**config.mk**
```make
export PLATFORM = sky130hd
export DESIGN_NAME = ceht_front
export DESIGN_NICKNAME = d
export VERILOG_FILES = /design/src/sv/ceht_pkg.sv /design/src/sv/ceht_front.sv
export SDC_FILE = /design/constraint.sdc
export NUM_CORES = 1
export LEC_CHECK = 0
export BUFFER_PORTS_ARGS = -buffer_cell sky130_fd_sc_hd__buf_2
export CAP_MARGIN = 15
export CORE_MARGIN = 2
export CORE_UTILIZATION = 40
export DETAILED_ROUTE_END_ITERATION = 16
export PLACE_DENSITY_LB_ADDON = 0.3
export SLEW_MARGIN = 20
export SYNTH_ARGS = -nofsm -noshare
export SYNTH_HDL_FRONTEND = slang
export SYNTH_SLANG_ARGS = --single-unit
```
**constraint.sdc**
```tcl
create_clock -name vclk -period 2.2
set_clock_uncertainty 0.05 [all_clocks]
set_input_delay 0.11 -clock vclk [all_inputs]
set_output_delay 0.11 -clock vclk [all_outputs]
set_load 0.02 [all_outputs]
```
**src/sv/ceht_pkg.sv**
```systemverilog
// ceht_pkg: shared types, codes and constant tables for the clock enable hold tracker.
// No dependencies; imported by ceht_front, ceht_queue, ceht_back, the top level and the bench.
package ceht_pkg;

    // Widest clock id the block supports (12 bits, up to 4096 ids).
    localparam int ID_W_MAX = 12;

    localparam int ACTION_W = 3;
    localparam int ARG_W    = 32;
    localparam int STATUS_W = 3;

    // Request actions
    localparam logic [ACTION_W-1:0] ACT_CLK_ON   = 3'd0;
    localparam logic [ACTION_W-1:0] ACT_CLK_OFF  = 3'd1;
    localparam logic [ACTION_W-1:0] ACT_RAIL_ON  = 3'd2;
    localparam logic [ACTION_W-1:0] ACT_RAIL_OFF = 3'd3;
    localparam logic [ACTION_W-1:0] ACT_QUERY    = 3'd4;
    localparam logic [ACTION_W-1:0] ACT_SDC_SEL  = 3'd5;

    // Result status codes
    localparam logic [STATUS_W-1:0] ST_OK          = 3'd0;
    localparam logic [STATUS_W-1:0] ST_CLOCK_RANGE = 3'd1;
    localparam logic [STATUS_W-1:0] ST_RAIL_RANGE  = 3'd2;
    localparam logic [STATUS_W-1:0] ST_RAIL_NONE   = 3'd3;
    localparam logic [STATUS_W-1:0] ST_AMBIGUOUS   = 3'd4;
    localparam logic [STATUS_W-1:0] ST_UNKNOWN     = 3'd5;
    localparam logic [STATUS_W-1:0] ST_BAD_SEL     = 3'd6;

    // Rail table size is fixed; rails past it have no clock.
    localparam int RAIL_TABLE_SIZE = 10;

    // Allowed SD-card clock selections
    localparam logic [ARG_W-1:0] SDC_SEL_A = 32'd0;
    localparam logic [ARG_W-1:0] SDC_SEL_B = 32'd6;
    localparam logic [ARG_W-1:0] SDC_SEL_C = 32'd7;
    localparam logic [ARG_W-1:0] SDC_SEL_D = 32'd9;

    typedef struct packed {
        logic [ACTION_W-1:0] action;
        logic [ARG_W-1:0]    argument;
    } cmd_t;

    typedef struct packed {
        logic [STATUS_W-1:0] status;
        logic                enabled;
    } result_t;

    // Work handed from the front end to the table engine
    typedef enum logic [1:0] {
        OP_NONE,
        OP_ENABLE,
        OP_DISABLE,
        OP_QUERY
    } op_t;

    typedef struct packed {
        op_t                 op;
        logic [ID_W_MAX-1:0] id;
        logic [STATUS_W-1:0] status;
    } q_entry_t;

    typedef enum logic [1:0] {
        BK_CLEAR,
        BK_IDLE,
        BK_MODIFY
    } back_state_t;

    // Rail number to clock id; zero means the rail has no clock.
    function automatic logic [ARG_W-1:0] rail_clock(input logic [3:0] rail);
        logic [ARG_W-1:0] clk_id;
        unique case (rail)
            4'd1:    clk_id = 32'd187;
            4'd2:    clk_id = 32'd110;
            4'd3:    clk_id = 32'd61;
            4'd4:    clk_id = 32'd39;
            4'd5:    clk_id = 32'd52;
            4'd6:    clk_id = 32'd112;
            4'd7:    clk_id = 32'd92;
            4'd8:    clk_id = 32'd29;
            4'd9:    clk_id = 32'd189;
            default: clk_id = 32'd0;
        endcase
        return clk_id;
    endfunction

endpackage

```
**src/sv/ceht_front.sv**
```systemverilog
// ceht_front: request acceptance and classification (range checks, rail lookup,
// sd-card selection check). Depends on ceht_pkg.
module ceht_front
    import ceht_pkg::*;
#(
    parameter int NUM_CLOCKS = 375,
    parameter int NUM_RAILS  = 10
) (
    input  logic     start,
    input  cmd_t     cmd,
    input  logic     q_full,
    input  logic     clearing,
    output logic     busy,
    output logic     push,
    output q_entry_t entry
);
    logic [ARG_W-1:0] rail_clk;
    logic             clk_oor;
    logic             rail_clk_oor;

    assign busy = clearing | q_full;
    assign push = start & ~busy;

    assign rail_clk     = rail_clock(cmd.argument[3:0]);
    assign clk_oor      = cmd.argument >= ARG_W'(NUM_CLOCKS);
    assign rail_clk_oor = rail_clk >= ARG_W'(NUM_CLOCKS);

    always_comb
    begin
        entry.op     = OP_NONE;
        entry.id     = '0;
        entry.status = ST_OK;
        unique case (cmd.action) inside
            ACT_CLK_ON, ACT_CLK_OFF:
            begin
                if (clk_oor)
                begin
                    entry.status = ST_CLOCK_RANGE;
                end
                else
                begin
                    entry.op = (cmd.action == ACT_CLK_ON) ? OP_ENABLE : OP_DISABLE;
                    entry.id = cmd.argument[ID_W_MAX-1:0];
                end
            end
            ACT_RAIL_ON, ACT_RAIL_OFF:
            begin
                if (cmd.argument >= ARG_W'(NUM_RAILS))
                begin
                    entry.status = ST_RAIL_RANGE;
                end
                else if (cmd.argument >= ARG_W'(RAIL_TABLE_SIZE) || rail_clk == '0)
                begin
                    entry.status = ST_RAIL_NONE;
                end
                else if (rail_clk_oor)
                begin
                    entry.status = ST_CLOCK_RANGE;
                end
                else
                begin
                    entry.op = (cmd.action == ACT_RAIL_ON) ? OP_ENABLE : OP_DISABLE;
                    entry.id = rail_clk[ID_W_MAX-1:0];
                end
            end
            ACT_QUERY:
            begin
                if (clk_oor)
                begin
                    entry.status = ST_CLOCK_RANGE;
                end
                else
                begin
                    entry.op = OP_QUERY;
                    entry.id = cmd.argument[ID_W_MAX-1:0];
                end
            end
            ACT_SDC_SEL:
            begin
                if (cmd.argument == SDC_SEL_A || cmd.argument == SDC_SEL_B ||
                    cmd.argument == SDC_SEL_C || cmd.argument == SDC_SEL_D)
                begin
                    entry.status = ST_OK;
                end
                else
                begin
                    entry.status = ST_BAD_SEL;
                end
            end
            default:
            begin
                entry.status = ST_OK;
            end
        endcase
    end

endmodule

```
Word-level counts from Yosys, hierarchy flattened

Memories as Yosys holds them, arrays and structs flattened.
Index checks and enable logic that the tools add are counted.

Mux-type cells: 14
Bitwise logic cells: 3
Equality and inequality tests: 8
Reduce and logical (&&, ||, !) cells: 10
$lt $le $gt $ge: 3

Operators by type and width:

| kind                | number |
|---|---|
| $mux 14             | 5 |
| $eq 32x3->1 const B | 2 |
| $ge 32x9->1 const B | 2 |
| $logic_not 32->1    | 2 |
| $pmux 14 s3         | 1 |
| $eq 32x4->1 const B | 1 |
| $ge 32x4->1 const B | 1 |
| $pmux 3 s3          | 1 |
| $eq 3x2->1 const B  | 2 |
| $eq 3x3->1 const B  | 2 |
| $mux 2              | 3 |
| $mux 3              | 2 |
| $logic_or 1x1->1    | 4 |
| $reduce_or 2->1     | 2 |
| $eq 3x1->1 const B  | 1 |
| $logic_not 3->1     | 1 |
| $reduce_or 3->1     | 1 |
| $mux 1              | 2 |
| $and 1x1->1         | 1 |
| $not 1->1           | 1 |
| $or 1x1->1          | 1 |

Output and inout bits: 19
ROM bits: 128
Input bits: 38
Word-level logic and storage cells: 39
Memories: 1
Register bits after elaboration: 0

Memory list:

| name             | depth | bits a word | read ports | clocked after memory_dff | wr ports | RTL line       | source |
|---|---|---|---|---|---|---|---|
| (name not given) | 16    | 8           | 1          | 0                        | 0        | ceht_pkg.sv:71 | `unique case (rail)` |

Logic depth before layout (Yosys ltp)

Depth in word-level cells: 6
Depth in mapped cells: 8

Worst setup path after synthesis

OpenSTA, ideal clock, no wires.

Path kind: input port to output port
Start: input port cmd[1] (netlist name)
End: output port entry[1] (netlist name)
Setup slack: 0.233 ns
Path buffers: 1
Arrival: 1.807 ns
Stages on the path: 8
Path through: clkbuf_1 -> inv_1 -> ha_1 -> nor4b_1 -> a22oi_1 -> o32ai_2 -> nand4b_1 -> a32o_1

RTL lines:

| what               | RTL line         | source |
|---|---|---|
| start: declaration | ceht_front.sv:10 | `input cmd_t cmd,` |
| end: declaration   | ceht_front.sv:15 | `output q_entry_t entry` |

==> flow_summary.json <==
{
  "status": "finished, final reports clean",
  "min_to": "busy",
  "met1_usage_pct": 23.9,
  "critical_path_required_ps": 2040,
  "powerDensity_nw_per_um2": 138,
  "grt_pass1_vias": 809,
  "synth_warnings": 0,
  "dpl_cell_area_um2": 1020,
  "hold_class": "input port to output port",
  "setup_violations": 0,
  "final_util_pct": 59.3,
  "drive_gt1_share_pct": 43.9,
  "syn_area_um2": 731,
  "irDropWorstVdd_mv": 0.0629,
  "use_met2_pct": 36.4,
  "rows": 15,
  "nFlopsAndLatches": 0,
  "maxSlewViolCount": 0,
  "portBuffers": 54,
  "design_area_um2": 1020,
  "dpl.cell_count": 180,
  "critical_path_class": "input port to output port",
  "drtIter0Drc": 9,
  "p_int_uw": 61.9,
  "maxCapViolCount": 0,
  "start_util_pct": 42.3,
  "ios": 57,
  "drt-total-wl_um": 2200,
  "cpMaxStageDelayCell": "ha_1",
  "post-dp-hpwl_um": 1780,
  "hold_viol": 0,
  "clkbuf_count": 0,
  "grt_overflow": 0,
  "antenna_cells": 0,
  "vias": 965,
  "synthMuxAreaShare_pct": 2.74,
  "switching_share_pct": 56.0,
  "postCtsHoldBufs": 0,
  "fin_crit_ps": 2030,
  "cpPeakStageDelay_ps": 330,
  "crit_buf_inv": 3,
  "synth_cell_type_count": 51,
  "period_share_pct": 92.1,
  "die_area_um2": 2180,
  "power.switching_uw": 78.9,
  "path_delay_family": "compound AO/OA/AOI/OAI gates",
  "syn_avg_cell_area_um2": 6.96,
  "nets": 202,
  "syn_inst": 105,
  "ant_nets": 0,
  "met3_usage_pct": 1.54,
  "yosys.area_share.adder_pct": 12.0,
  "grt_pass1_wl_um": 3260,
  "path_common_cell": "buf_2",
  "cp-start-kind": "input port",
  "antenna_found_initial": 0,
  "pwr-share-clk_pct": 0,
  "endpoint_kind": "output port",
  "placeableCoreArea_um2": 1730,
  "yosysSeqAreaShare_pct": 0,
  "combPwrFrac_pct": 100.0,
  "die_y_um": 46.7,
  "synth_top_family_by_area": "simple AND/OR/NAND/NOR gates",
  "grt_use_total_pct": 19.2,
  "routed_via_density": 5.36,
  "drc_errors": 0,
  "instances_no_fill": 180,
  "drtPass1Iterations": 4,
  "p_leak_uw": 0.000529,
  "fmaxAchievable_mhz": 493,
  "wl_per_cell_um": 12.2,
  "syn_to_final_growth_pct": 40.1,
  "crit_chain": "buf_2 > inv_1 > ha_1 > nor4b_1 > a22oi_1 > o32ai_2 > nand4b_1 > a32o_1 > buf_2",
  "whs_path_depth": 3,
  "synth-simple-area-share_pct": 37.5,
  "power_frac_seq_pct": 0,
  "gp_congestion": 0.889,
  "grt-busiest-layer": "met2",
  "rsz0062_at_grt": "no",
  "synth_compound_gate_area_share_pct": 35.3,
  "fin_tns_setup_ps": 0,
  "synthXorXnorAreaFrac_pct": 1.20,
  "arrival_ps": 1870,
  "crit_fanout": 7,
  "hold_path_startpoint": "clearing",
  "die_w_um": 46.7,
  "cp_num_cells": 9,
  "regArea_um2": 0,
  "grt_max_degree": 22
}
-- per-layer routing --
layer	part of all wire [%]	wire length (um)
met2	47	1040
met1	45	978
met3	8.1	177
met5	0	0
met4	0	0
-- Yosys cell counts, drive strengths merged, types with 2 or more instances --
library cell | n | share of area [%]
nor3 | 3 | 2.1
o2bb2ai | 3 | 3.6
or4 | 2 | 2.6
buf | 7 | 5.6
mux2i | 2 | 2.7
clkbuf | 3 | 1.5
or2 | 2 | 2.1
nor4 | 5 | 4.3
o21ai | 5 | 3.9
a32o | 3 | 4.1
a21o | 3 | 3.3
nor2b | 5 | 4.3
nor2 | 10 | 6.2
nand4 | 2 | 1.7
o31ai | 2 | 2.1
a21oi | 5 | 3.9
inv | 7 | 3.6
and2 | 2 | 1.7
o32ai | 2 | 3.4
nand2 | 3 | 1.5
nand3 | 2 | 1.4
nor4b | 2 | 2.4
ha | 7 | 12
-- through the flow --
| stage | power (uW) | hold WS (ps) | worst slack [ps] |
|---|---|---|---|
| floorplan | 81.3 | 212 | 233 |
| global placement | 135 | 477 | 208 |
| detailed placement | 138 | 484 | 194 |
| CTS | 139 | 484 | 180 |
| global route | 155 | 513 | 9.27 |
| finish | 141 | 484 | 173 |
-- placed cells by master (no fill, tap or decap), types with 2 or more instances in the layout --
master and instances:
o21ai_0 3, a21oi_1 4, mux2i_1 2, nand4_1 2, o31ai_1 2, nor3_1 3
ha_1 7, nand3_1 2, nor4_1 5, buf_2 54, nand2_1 3, conb_1 3
inv_1 7, o2bb2ai_1 3, nor2_1 9, buf_4 4, and2_1 2, a32o_1 3
a21o_1 2, nor2b_1 5
-- cell type report --
class              instances  area, um2
fillers                  191        703
inverters                  7       26.3
multi-input cells         90        666
well taps                 25       31.3
repair buffers            58        300
-- power groups by stage --
stage	clock network (uW)	registers [uW]	logic, uW
floorplan	0	0	81.3
global placement	0	0	135
detailed placement	0	0	138
CTS	0	0	139
global route	0	0	155
finish	0	0	141
-- what timing repair did --
action,CTS,global route
setup buffers,0,0
endpoints found under the hold margin,0,0
gates resized for setup,0,1
endpoints found under the setup margin,0,1
-- cells by family after synthesis --
group                      Yosys count
xor gates and xnor gates             1
adders and majority gates            7
AOI/OAI and AO/OA                   33
muxes                                2
and+or+nand+nor                     44
buffers and inverters               17
other                                1
-- worst max-delay path by stage --
stage / endpoint / slack, ps / start
3_5_place_dp: entry[9] / 190 / cmd[0]
2_1_floorplan: entry[1] / 230 / cmd[1]
6_report: entry[1] / 170 / cmd[0]
3_3_place_gp: entry[9] / 210 / cmd[0]
4_1_cts: entry[1] / 180 / cmd[0]
5_1_grt: entry[5] / 9 / cmd[0]
Note: power is estimated with default switching activity, not from simulation.
