==> src/sv/ceht_pkg.sv <==
// ceht_pkg: shared types, codes and constant tables for the clock enable hold tracker.
// No dependencies; imported by ceht_front, ceht_queue, ceht_back, the top level and the bench.
package ceht_pkg;

    // Widest clock id the block supports (12 bits, up to 4096 ids).
    localparam int ID_W_MAX = 12;

    localparam int ACTION_W = 3;
    localparam int ARG_W    = 32;
    localparam int STATUS_W = 3;

    // Request actions
    localparam logic [ACTION_W-1:0] ACT_CLK_ON   = 3'd0;
    localparam logic [ACTION_W-1:0] ACT_CLK_OFF  = 3'd1;
    localparam logic [ACTION_W-1:0] ACT_RAIL_ON  = 3'd2;
    localparam logic [ACTION_W-1:0] ACT_RAIL_OFF = 3'd3;
    localparam logic [ACTION_W-1:0] ACT_QUERY    = 3'd4;
    localparam logic [ACTION_W-1:0] ACT_SDC_SEL  = 3'd5;

    // Result status codes
    localparam logic [STATUS_W-1:0] ST_OK          = 3'd0;
    localparam logic [STATUS_W-1:0] ST_CLOCK_RANGE = 3'd1;
    localparam logic [STATUS_W-1:0] ST_RAIL_RANGE  = 3'd2;
    localparam logic [STATUS_W-1:0] ST_RAIL_NONE   = 3'd3;
    localparam logic [STATUS_W-1:0] ST_AMBIGUOUS   = 3'd4;
    localparam logic [STATUS_W-1:0] ST_UNKNOWN     = 3'd5;
    localparam logic [STATUS_W-1:0] ST_BAD_SEL     = 3'd6;

    // Rail table size is fixed; rails past it have no clock.
    localparam int RAIL_TABLE_SIZE = 10;

    // Allowed SD-card clock selections
    localparam logic [ARG_W-1:0] SDC_SEL_A = 32'd0;
    localparam logic [ARG_W-1:0] SDC_SEL_B = 32'd6;
    localparam logic [ARG_W-1:0] SDC_SEL_C = 32'd7;
    localparam logic [ARG_W-1:0] SDC_SEL_D = 32'd9;

    typedef struct packed {
        logic [ACTION_W-1:0] action;
        logic [ARG_W-1:0]    argument;
    } cmd_t;

    typedef struct packed {
        logic [STATUS_W-1:0] status;
        logic                enabled;
    } result_t;

    // Work handed from the front end to the table engine
    typedef enum logic [1:0] {
        OP_NONE,
        OP_ENABLE,
        OP_DISABLE,
        OP_QUERY
    } op_t;

    typedef struct packed {
        op_t                 op;
        logic [ID_W_MAX-1:0] id;
        logic [STATUS_W-1:0] status;
    } q_entry_t;

    typedef enum logic [1:0] {
        BK_CLEAR,
        BK_IDLE,
        BK_MODIFY
    } back_state_t;

    // Rail number to clock id; zero means the rail has no clock.
    function automatic logic [ARG_W-1:0] rail_clock(input logic [3:0] rail);
        logic [ARG_W-1:0] clk_id;
        unique case (rail)
            4'd1:    clk_id = 32'd187;
            4'd2:    clk_id = 32'd110;
            4'd3:    clk_id = 32'd61;
            4'd4:    clk_id = 32'd39;
            4'd5:    clk_id = 32'd52;
            4'd6:    clk_id = 32'd112;
            4'd7:    clk_id = 32'd92;
            4'd8:    clk_id = 32'd29;
            4'd9:    clk_id = 32'd189;
            default: clk_id = 32'd0;
        endcase
        return clk_id;
    endfunction

endpackage

==> src/sv/ceht_queue.sv <==
// ceht_queue: two-word FIFO between the front end and the table engine.
// Depends on ceht_pkg.
module ceht_queue
    import ceht_pkg::*;
(
    input  logic     clk,
    input  logic     rst_n,
    input  logic     push,
    input  q_entry_t wdata,
    input  logic     pop,
    output q_entry_t rdata,
    output logic     empty,
    output logic     full
);
    localparam int DEPTH = 2;
    localparam int PW    = $clog2(DEPTH);

    q_entry_t         slot_reg [DEPTH];
    logic [PW-1:0]    wr_ptr_reg, wr_ptr_next;
    logic [PW-1:0]    rd_ptr_reg, rd_ptr_next;
    logic [PW:0]      count_reg, count_next;

    assign empty = (count_reg == '0);
    assign full  = (count_reg == (PW+1)'(DEPTH));
    assign rdata = slot_reg[rd_ptr_reg];

    always_comb
    begin
        wr_ptr_next = push ? wr_ptr_reg + 1'b1 : wr_ptr_reg;
        rd_ptr_next = pop  ? rd_ptr_reg + 1'b1 : rd_ptr_reg;
        count_next  = count_reg;
        if (push && !pop)
        begin
            count_next = count_reg + 1'b1;
        end
        else if (pop && !push)
        begin
            count_next = count_reg - 1'b1;
        end
    end

    always_ff @(posedge clk or negedge rst_n)
    begin
        if (!rst_n)
        begin
            wr_ptr_reg <= '0;
            rd_ptr_reg <= '0;
            count_reg  <= '0;
        end
        else
        begin
            wr_ptr_reg <= wr_ptr_next;
            rd_ptr_reg <= rd_ptr_next;
            count_reg  <= count_next;
        end
    end

    always_ff @(posedge clk)
    begin
        if (push)
        begin
            slot_reg[wr_ptr_reg] <= wdata;
        end
    end

endmodule

==> config.mk <==
export PLATFORM = sky130hd
export DESIGN_NAME = ceht_queue
export DESIGN_NICKNAME = d
export VERILOG_FILES = /design/src/sv/ceht_pkg.sv /design/src/sv/ceht_queue.sv
export SDC_FILE = /design/constraint.sdc
export NUM_CORES = 1
export LEC_CHECK = 0
export BUFFER_PORTS_ARGS = -buffer_cell sky130_fd_sc_hd__buf_2
export CAP_MARGIN = 20
export CORE_MARGIN = 3
export CORE_UTILIZATION = 50
export DETAILED_ROUTE_END_ITERATION = 8
export GPL_TIMING_DRIVEN = 0
export PLACE_DENSITY = 0.88
export SLEW_MARGIN = 20
export SYNTH_ARGS = -nofsm -noshare
export SYNTH_HDL_FRONTEND = slang
export SYNTH_SLANG_ARGS = --single-unit
==> constraint.sdc <==
create_clock -name clk -period 2.2 [get_ports clk]
set_input_delay 0.44 -clock clk [delete_from_list [all_inputs] [get_ports clk]]
set_output_delay 0.44 -clock clk [all_outputs]
set_load 0.005 [all_outputs]
# Word level (Yosys, flattened, before mapping)
# Memories as Yosys holds them, arrays and structs flattened.
# Index checks and enable logic that the tools add are counted.
[word_totals] memories=1 reg_bits=4 mem_bits_rw=34
[op_classes] n_eq_ne=1 mux=4 n_reduce_logical=6 n_addsub=4
[mem_list] memory="slot_reg" words=2 word_bits=17 rd=1 rd_ports_with_merged_regs=0 wr=1 line="ceht_queue.sv:18" source="q_entry_t slot_reg [DEPTH];"
[op_table] cell="2-bit two-way mux" count=2
[op_table] cell="1-bit adder (second input constant)" count=2
[op_table] cell="2-bit by 1-bit adder with 2-bit output (second input constant)" count=1
[op_table] cell="2-bit == test (second input constant)" count=1
[op_table] cell="1-bit logical AND" count=2
[op_table] cell="1-bit zero test" count=2
[op_table] cell="2-bit zero test" count=1
[op_table] cell="1-bit two-way mux" count=2
[op_table] cell="2-bit nonzero test" count=1
[op_table] cell="2-bit by 1-bit subtractor with 2-bit output (second input constant)" count=1

# Logic depth before layout (Yosys ltp)
# Gate-level depths: netlist of run 1.
[logic_depth] word_depth=4 depth_mapped=5 mapped_depth_nobuf=5

# Least setup slack after synthesis of run 1
# OpenSTA, ideal clock, no wires.
[synth_timing] kind="input-to-reg" startpoint="input port push" endpoint="memory slot_reg[0][0] (netlist bit), enable pin" required_ps=1807 path_stages=1 t_arrival_ps=1247 setup_ps=393 slack_ps=561 path_cell_list="nor2b_1"
[synth_via] elab_chain_cells=2
[synth_lines] item="from (decl)" line="ceht_queue.sv:8" source="input logic push,"
[synth_lines] item="1-bit two-way mux" line="ceht_queue.sv:60" source="if (push)"
[synth_lines] item="1-bit two-way mux (implied by the code)" line="ceht_queue.sv:62" source="slot_reg[wr_ptr_reg] <= wdata;"
[synth_lines] item="to (decl)" line="ceht_queue.sv:18"
# No other way between the ends.

==> results.md, run 1 <==
- Synth area leaders: edfxtp_1 70%, mux2_4 9.2%, dfrtp_1 6.8%
- Clock Skew: between 0.007 and 0.008 ns
- Outcome: finished, final reports clean
- CTS Hold Bufs: 1
- Clk network pwr share: between 15 and 20%
- Starting DRC count in detailed routing: 18
- Final period utilization: a little over four fifths
- Routed wire length: about 2.4 mm
- Setup Fix Bufs, Post-CTS: 0
- Max Root-Sink Buffers: 2
- Worst Setup Start Kind: flip-flop
- Grt ovf: 0
- Vias/cell: 5.02
- Hold violation count in the final report: 0
- Area share of the largest cell type after synthesis: around 70%
- Worst-path fanout max: 10
- First-pass detailed-route iteration total: 3
- Max reg flops: 34
- Die Span Y: 60.1 um
- Area of the mapped netlist: about 1500 sq um
- Final min period: approximately 1.9 ns
- Most frequent cells in the layout: 39 x buf_2, 34 x edfxtp_1, 9 x mux2_4
- DRC: 0
- Die Footprint: roughly 3600 sq um
- FMAX: 537 MHz
- H-tree depth: 2
- Pwr Density: 1150 nW/um^2
- DIE WIDTH: between 60 and 70 um
- Register share of total power: a little over 50%
- Antenna violations before repair: 0
- Share of layout cells above drive strength 1: 55.1%
- First-pass GRT wire length: around 3.7 mm
- Cts repair resizes: 0
- Critical path class: reg -> out
- Worst slew pin tran: roughly 0.8 ns
- Area leader, netlist: edfxtp_1
- Vias in the first global route: between 700 and 800
- Yosys warnings: 0
- Setup TNS: 0 ns
- Cell count after synthesis: 69
- Logic pwr share: approximately 34%
- Crit path launch: rd_ptr_reg
- Worst Setup EP: rdata[7]
- Max-slew violation count: 0
- Final setup viols: 0
- Peak supply drop: between 0.7 and 0.8 mV
- Crit path buffers/inverters: 3
- Min-delay worst type: in -> reg
- GR Util All Layers: 15.0%
- CTS sink cnt: 38
- LEAKAGE: 0.726 nW
- IO Port Bufs: 39
- Num ports: 40
- Routability-driven placement congestion ratio: 0.676
- Synthesized Nets: 91
- Core Region: about 2600 sq um
- Detailed Place HPWL: approximately 1.7 mm
- Worst relative slew slack: 47.2%
- Post-synthesis cell type count: 13
- ANT cells: 0
- FF-to-FF path depth: 1
- Initial core utilization: between 50% and 60%
- Reg-to-Reg Start: wr_ptr_reg
- Sequential share of the synthesized area: between 70 and 80%
- CTS tree: built
- RSZ-0062 raised after global routing: no
- CP Capture Type: output port
- Seq cells post-synth: 38
- Area growth, synth to finish: 21.1%
- Mean Syn Cell Area: approximately 21 sq um
- Delay-heaviest family, CP: buffers and inverters
- CP required: 1.76 ns
- Root buf cell: clkbuf_4
- Arr. time, crit path: approximately 1.4 ns
- Worst path max stage delay: between 0.3 and 0.4 ns
- Max-cap violations: 0
- Commonest non-fill, non-tap cell in the layout: buf_2
- Reg-to-reg setup timing slack: 0.75 ns
- Slowest cell on crit path: dfrtp_1
- Drt wl/cell: 16.2 um
- Pint: between 1 and 1.5 mW
- Total power: around 2.0 mW
- Total number of vias: 743
- Fill count: ~180
- Clock transition at the registers of the reported paths: around 0.11 ns
- Psw: 558 uW
- Routed Antenna Nets: 0
- Largest net degree at the start of global routing: 18
- FF-to-FF End: slot_reg[1][11]
- Sw Ratio: a little over a quarter
- Fin nets: around 140
- Critical path depth in cells: 4
- FF+latch area: ~1100 sq um
- Clk_lat worst skew: 0.33 ns
- Crit-path cells: buf_6, buf_12, mux2_4, buf_2
- # rows: 18
- Area of the multi-input gates: ~310 sq um
- TritonCTS Buffers: 5
[power groups by stage]
stage          clock (mW)  combinational, mW  sequential [mW]
3_5_place_dp            0              0.702             1.05
6_report            0.327              0.685             1.03
5_1_grt             0.365              0.746             1.05
2_1_floorplan           0              0.457             1.03
3_3_place_gp            0              0.664             1.03
4_1_cts             0.341              0.701             1.04
[stage by stage]
step	setup WS, ns	cells	hold slack [ns]	instance area (sq um)	utilization (%)
after detailed placement	0.546	139	0.256	1710	65.1
final	0.339	148	0.288	1770	67.3
after floorplan	0.561	69	0.144	1460	-
after CTS	0.318	148	0.271	1770	67.3
after global placement	0.0733	138	0.245	1700	64.4
after global routing	0.266	148	0.265	1770	67.3
[how the worst min path moves through the flow]
stage | start | endpoint | slack [ns] | depth (start not counted)
after floorplan | rst_n | count_reg[0] | 0.14 | 0
after global placement | rst_n | count_reg[0] | 0.25 | 1
after detailed placement | rst_n | count_reg[0] | 0.26 | 1
after CTS | wdata[0] | slot_reg[0][0] | 0.27 | 1
after global routing | wdata[0] | slot_reg[0][0] | 0.27 | 1
final | wdata[14] | slot_reg[0][14] | 0.29 | 1
[cell usage after synthesis]
cell and number:
dfrtp_1 4, xor2_1 4, buf_6 1, nor2_1 2, and2_1 1, mux2_2 8
inv_1 1, ha_1 1, xnor2_1 1, buf_12 1, edfxtp_1 34, nor2b_1 2
mux2_4 9
[cells by family after synthesis]
kind of cell	share of synthesized area, %
DFF	76.6
muxes	15.4
xor gates and xnor gates	2.99
adders and majority gates	0.855
buffers and inverters	2.39
and+or+nand+nor	1.80
[final cells by class]
| type | count | area share [%] |
|---|---|---|
| Clock buffer | 7 | 2.54 |
| Sequential cell | 38 | 63.2 |
| Inverter | 1 | 0.212 |
| Clock inverter | 1 | 0.212 |
| Timing Repair Buffer | 41 | 12.4 |
| Buffer | 2 | 1.76 |
| Tap cell | 30 | 2.12 |
| Multi-Input combinational cell | 28 | 17.5 |
[per-layer routing]
metal	vias up	global-route usage, %	wire length, um
met3	3	4.75	163
met4	0	7.59	29
li1	353	-	-
met1	360	16.6	962
met2	27	25.6	1250
met5	-	0	0
No activity file was read; power rests on OpenSTA's default activity.
==> run 2: changes to the inputs <==
--- a/config.mk
+++ b/config.mk
@@ -8,10 +8,10 @@
 export BUFFER_PORTS_ARGS = -buffer_cell sky130_fd_sc_hd__buf_2
 export CAP_MARGIN = 20
 export CORE_MARGIN = 3
-export CORE_UTILIZATION = 50
+export CORE_UTILIZATION = 45
 export DETAILED_ROUTE_END_ITERATION = 8
 export GPL_TIMING_DRIVEN = 0
-export PLACE_DENSITY = 0.88
+export PLACE_DENSITY = 0.84
 export SLEW_MARGIN = 20
 export SYNTH_ARGS = -nofsm -noshare
 export SYNTH_HDL_FRONTEND = slang
==> constraint.sdc (replaced) <==
create_clock -name clk -period 1.7 [get_ports clk]
set_input_delay 0.34 -clock clk [delete_from_list [all_inputs] [get_ports clk]]
set_output_delay 0.34 -clock clk [all_outputs]
set_load 0.005 [all_outputs]
==> run 2 against run 1 <==
  * The flow now finishes with violations (setup timing)
  * Clock-buffer cell count down 2
  * Utilization is 4.9 points lower
  * Sequential cell count stayed put
  * Critical path depth did not move
  * Sequential share of layout area decreased by 4.8 points
  * Sequential power increased by 29%
  * Critical endpoint is now rdata[10]
==> results.md, run 2 (synthesized netlist as in run 1, its figures left out) <==
- Outcome: complete, but fails checks
- Sw Ratio: 26.4% (-0.89 points)
- Starting DRC count in detailed routing: 7 (-11)
- Pwr Density: 1530 nW/um^2 (+33%)
- Drt wl/cell: 13.7 um (-16%)
- Num ports: 40 (unchanged)
- Worst path max stage delay: 0.39 ns (about the same)
- Reg-to-reg setup timing slack: 0.27 ns (-0.48 ns)
- Antenna violations before repair: 0 (unchanged)
- ANT cells: 0 (unchanged)
- Fin worst setup slack: -0.0488 ns (-0.388 ns)
- Vias/cell: 4.50 (-10%)
- Share of layout cells above drive strength 1: 56.2% (+1.1 points)
- WHS: 0.180 ns (-0.108 ns)
- DIE WIDTH: 63.0 um (+4.9%)
- Hold violation count in the final report: 0 (unchanged)
- Final Util: 62.4% (-4.9 points)
- Commonest non-fill, non-tap cell in the layout: edfxtp_1
- Detailed Place HPWL: 1.58 mm (-9.0%)
- Clk network pwr share: 14.2% (-1.8 points)
- LEAKAGE: 0.781 nW (+7.6%)
- Routed wire length: 2.26 mm (-6.0%)
- Area after DPL: 1730 sq um (+0.80%)
- Area growth, synth to finish: 31.1%
- Most frequent cells in the layout: 34 x edfxtp_1, 26 x buf_2, 15 x buf_6
- Failing checks: setup timing
- Worst relative slew slack: 47.5% (+0.21 points)
- Max-cap violations: 0 (unchanged)
- Crit-path cells: buf_6, buf_12, mux2_4, buf_6
- Worst slew pin tran: 0.788 ns (-0.00318 ns)
- Final min period: 1.75 ns
- Max reg flops: 34 (unchanged)
- Die Footprint: 3970 sq um (+10%)
- Arr. time, crit path: 1.41 ns (about the same)
- Reg-to-Reg Start: wr_ptr_reg
- Grt ovf: 0 (unchanged)
- CP dominant cell by count: buf_6
- TritonCTS Buffers: 5 (unchanged)
- RSZ-0062 raised after global routing: yes
- Max Root-Sink Buffers: 2 (unchanged)
- CP Capture Type: output port
- CTS sink cnt: 38 (unchanged)
- Peak supply drop: 0.955 mV (+28%)
- Clock Skew: 0.0101 ns (+0.00241 ns)
- Final period utilization: 103%
- Worst hold endpoint: slot_reg[1][14]
- Logic pwr share: 40.4% (+6.9 points)
- FF-to-FF End: slot_reg[1][4]
- Clock transition at the registers of the reported paths: 0.11 ns (about the same)
- Pre-CTS setup slack: 0.158 ns (-0.388 ns)
- Routability-driven placement congestion ratio: 0.618 (-8.7%)
- Routed Antenna Nets: 0 (unchanged)
- Pint: 2.16 mW (+45%)
- Fin nets: 142 (+2.2%)
- DRC: 0 (unchanged)
- FF-to-FF path depth: 1 (unchanged)
- H-tree depth: 2 (unchanged)
- # rows: 20 (+2)
- Min-delay worst type: in -> reg
- Register share of total power: 45.4% (-5.1 points)
- Max-slew violation count: 0 (unchanged)
- Final setup viols: 16 (+16)
- Total number of vias: 742 (-0.13%)
- CTS tree: built
- Psw: 774 uW (+39%)
- Largest net degree at the start of global routing: 18 (unchanged)
- Initial core utilization: 47.6% (-8.0 points)
- Core Region: 3080 sq um (+17%)
- Setup TNS: -0.475 ns (-0.475 ns)
- CP required: 1.36 ns (-0.40 ns)
- GR Util All Layers: 13.4% (-1.6 points)
- Worst Setup Start Kind: flip-flop
- Hold path start: wdata[14]
- Clk_lat worst skew: 0.34 ns (about the same)
- Vias in the first global route: 809 (+5.9%)
- First-pass detailed-route iteration total: 3 (unchanged)
- FMAX: 572 MHz
- Slowest cell on crit path: dfrtp_1
- Final Cell Area: 1920 sq um (+8.3%)
- Worst-path fanout max: 10 (unchanged)
- Critical path class: reg -> out
- IO Port Bufs: 39 (unchanged)
- First-pass GRT wire length: 3.89 mm (+5.8%)
- Die Span Y: 63.0 um (+4.9%)
- Root buf cell: clkbuf_4
- WHS Path Cells: 1 (unchanged)
-- run 2: cell count changes in the layout (fill, tap and decap cells not counted) --
cell and delta:
buf_12 +2, buf_2 -13, buf_4 +1, buf_6 +14, buf_8 -1, clkbuf_1 -2
clkinv_1 +2, mux2_2 -1, mux2_4 +1
-- run 2: final cells by class --
type / count / area, sq um
multi-input cells: 28 / 314
repair buffers: 44 / 345
flip-flops and latches: 38 / 1120
well taps: 44 / 55.1
plain buffers: 2 / 31.3
inverters: 1 / 3.75
clock inverters: 3 / 11.3
fillers: 246 / 1160
clock buffers: 5 / 37.5
-- run 2: critical path: cells and delay by family (launching register included) --
family,cells,cell delay (ns)
DFF,1,0.39
muxes,1,0.30
buffers and inverters,3,0.39
-- run 2: power by group through the flow --
| stage | registers (mW) | logic [mW] | clock network [mW] |
|---|---|---|---|
| after global routing | 1.36 | 1.28 | 0.476 |
| after floorplan | 1.33 | 0.592 | 0 |
| after CTS | 1.33 | 1.13 | 0.436 |
| after detailed placement | 1.35 | 0.900 | 0 |
| after global placement | 1.34 | 0.861 | 0 |
| final | 1.33 | 1.19 | 0.415 |
-- run 2: how the worst max path moves through the flow --
| stage | from | end | slack (ns) | cells past startpoint |
|---|---|---|---|---|
| final | rd_ptr_reg | rdata[10] | -0.05 | 4 |
| after global placement | push | slot_reg[0][16] | -0.33 | 2 |
| after global routing | rd_ptr_reg | rdata[10] | -0.11 | 4 |
| after CTS | rd_ptr_reg | rdata[10] | -0.08 | 4 |
| after detailed placement | push | slot_reg[1][14] | 0.16 | 2 |
| after floorplan | wr_ptr_reg | slot_reg[0][0] | 0.12 | 1 |
-- run 2: what timing repair did --
item / 4_1_cts / 5_1_grt
hold endpoints to repair: 4 / 0
setup buffers: 2 / 1
resized for setup: 9 / 5
endpoints found under the setup margin: 9 / 17
hold buffers: 1 / 0
-- run 2: per-layer routing --
layer / share of wire (%) / track usage, % / up-vias / wire [um]
met4: 1.7 / 6.34 / 0 / 38
met3: 7.0 / 6.12 / 3 / 159
met2: 54 / 21.9 / 25 / 1210
li1: - / - / 363 / -
met1: 38 / 14.7 / 351 / 850
met5: 0 / 0 / - / 0
-- run 2: through the flow --
| step | total power, mW | std cells |
|---|---|---|
| 6_report | 2.93 | 165 |
| 5_1_grt | 3.11 | 165 |
| 4_1_cts | 2.90 | 164 |
| 3_5_place_dp | 2.25 | 153 |
| 3_3_place_gp | 2.20 | 152 |
| 2_1_floorplan | 1.92 | 69 |
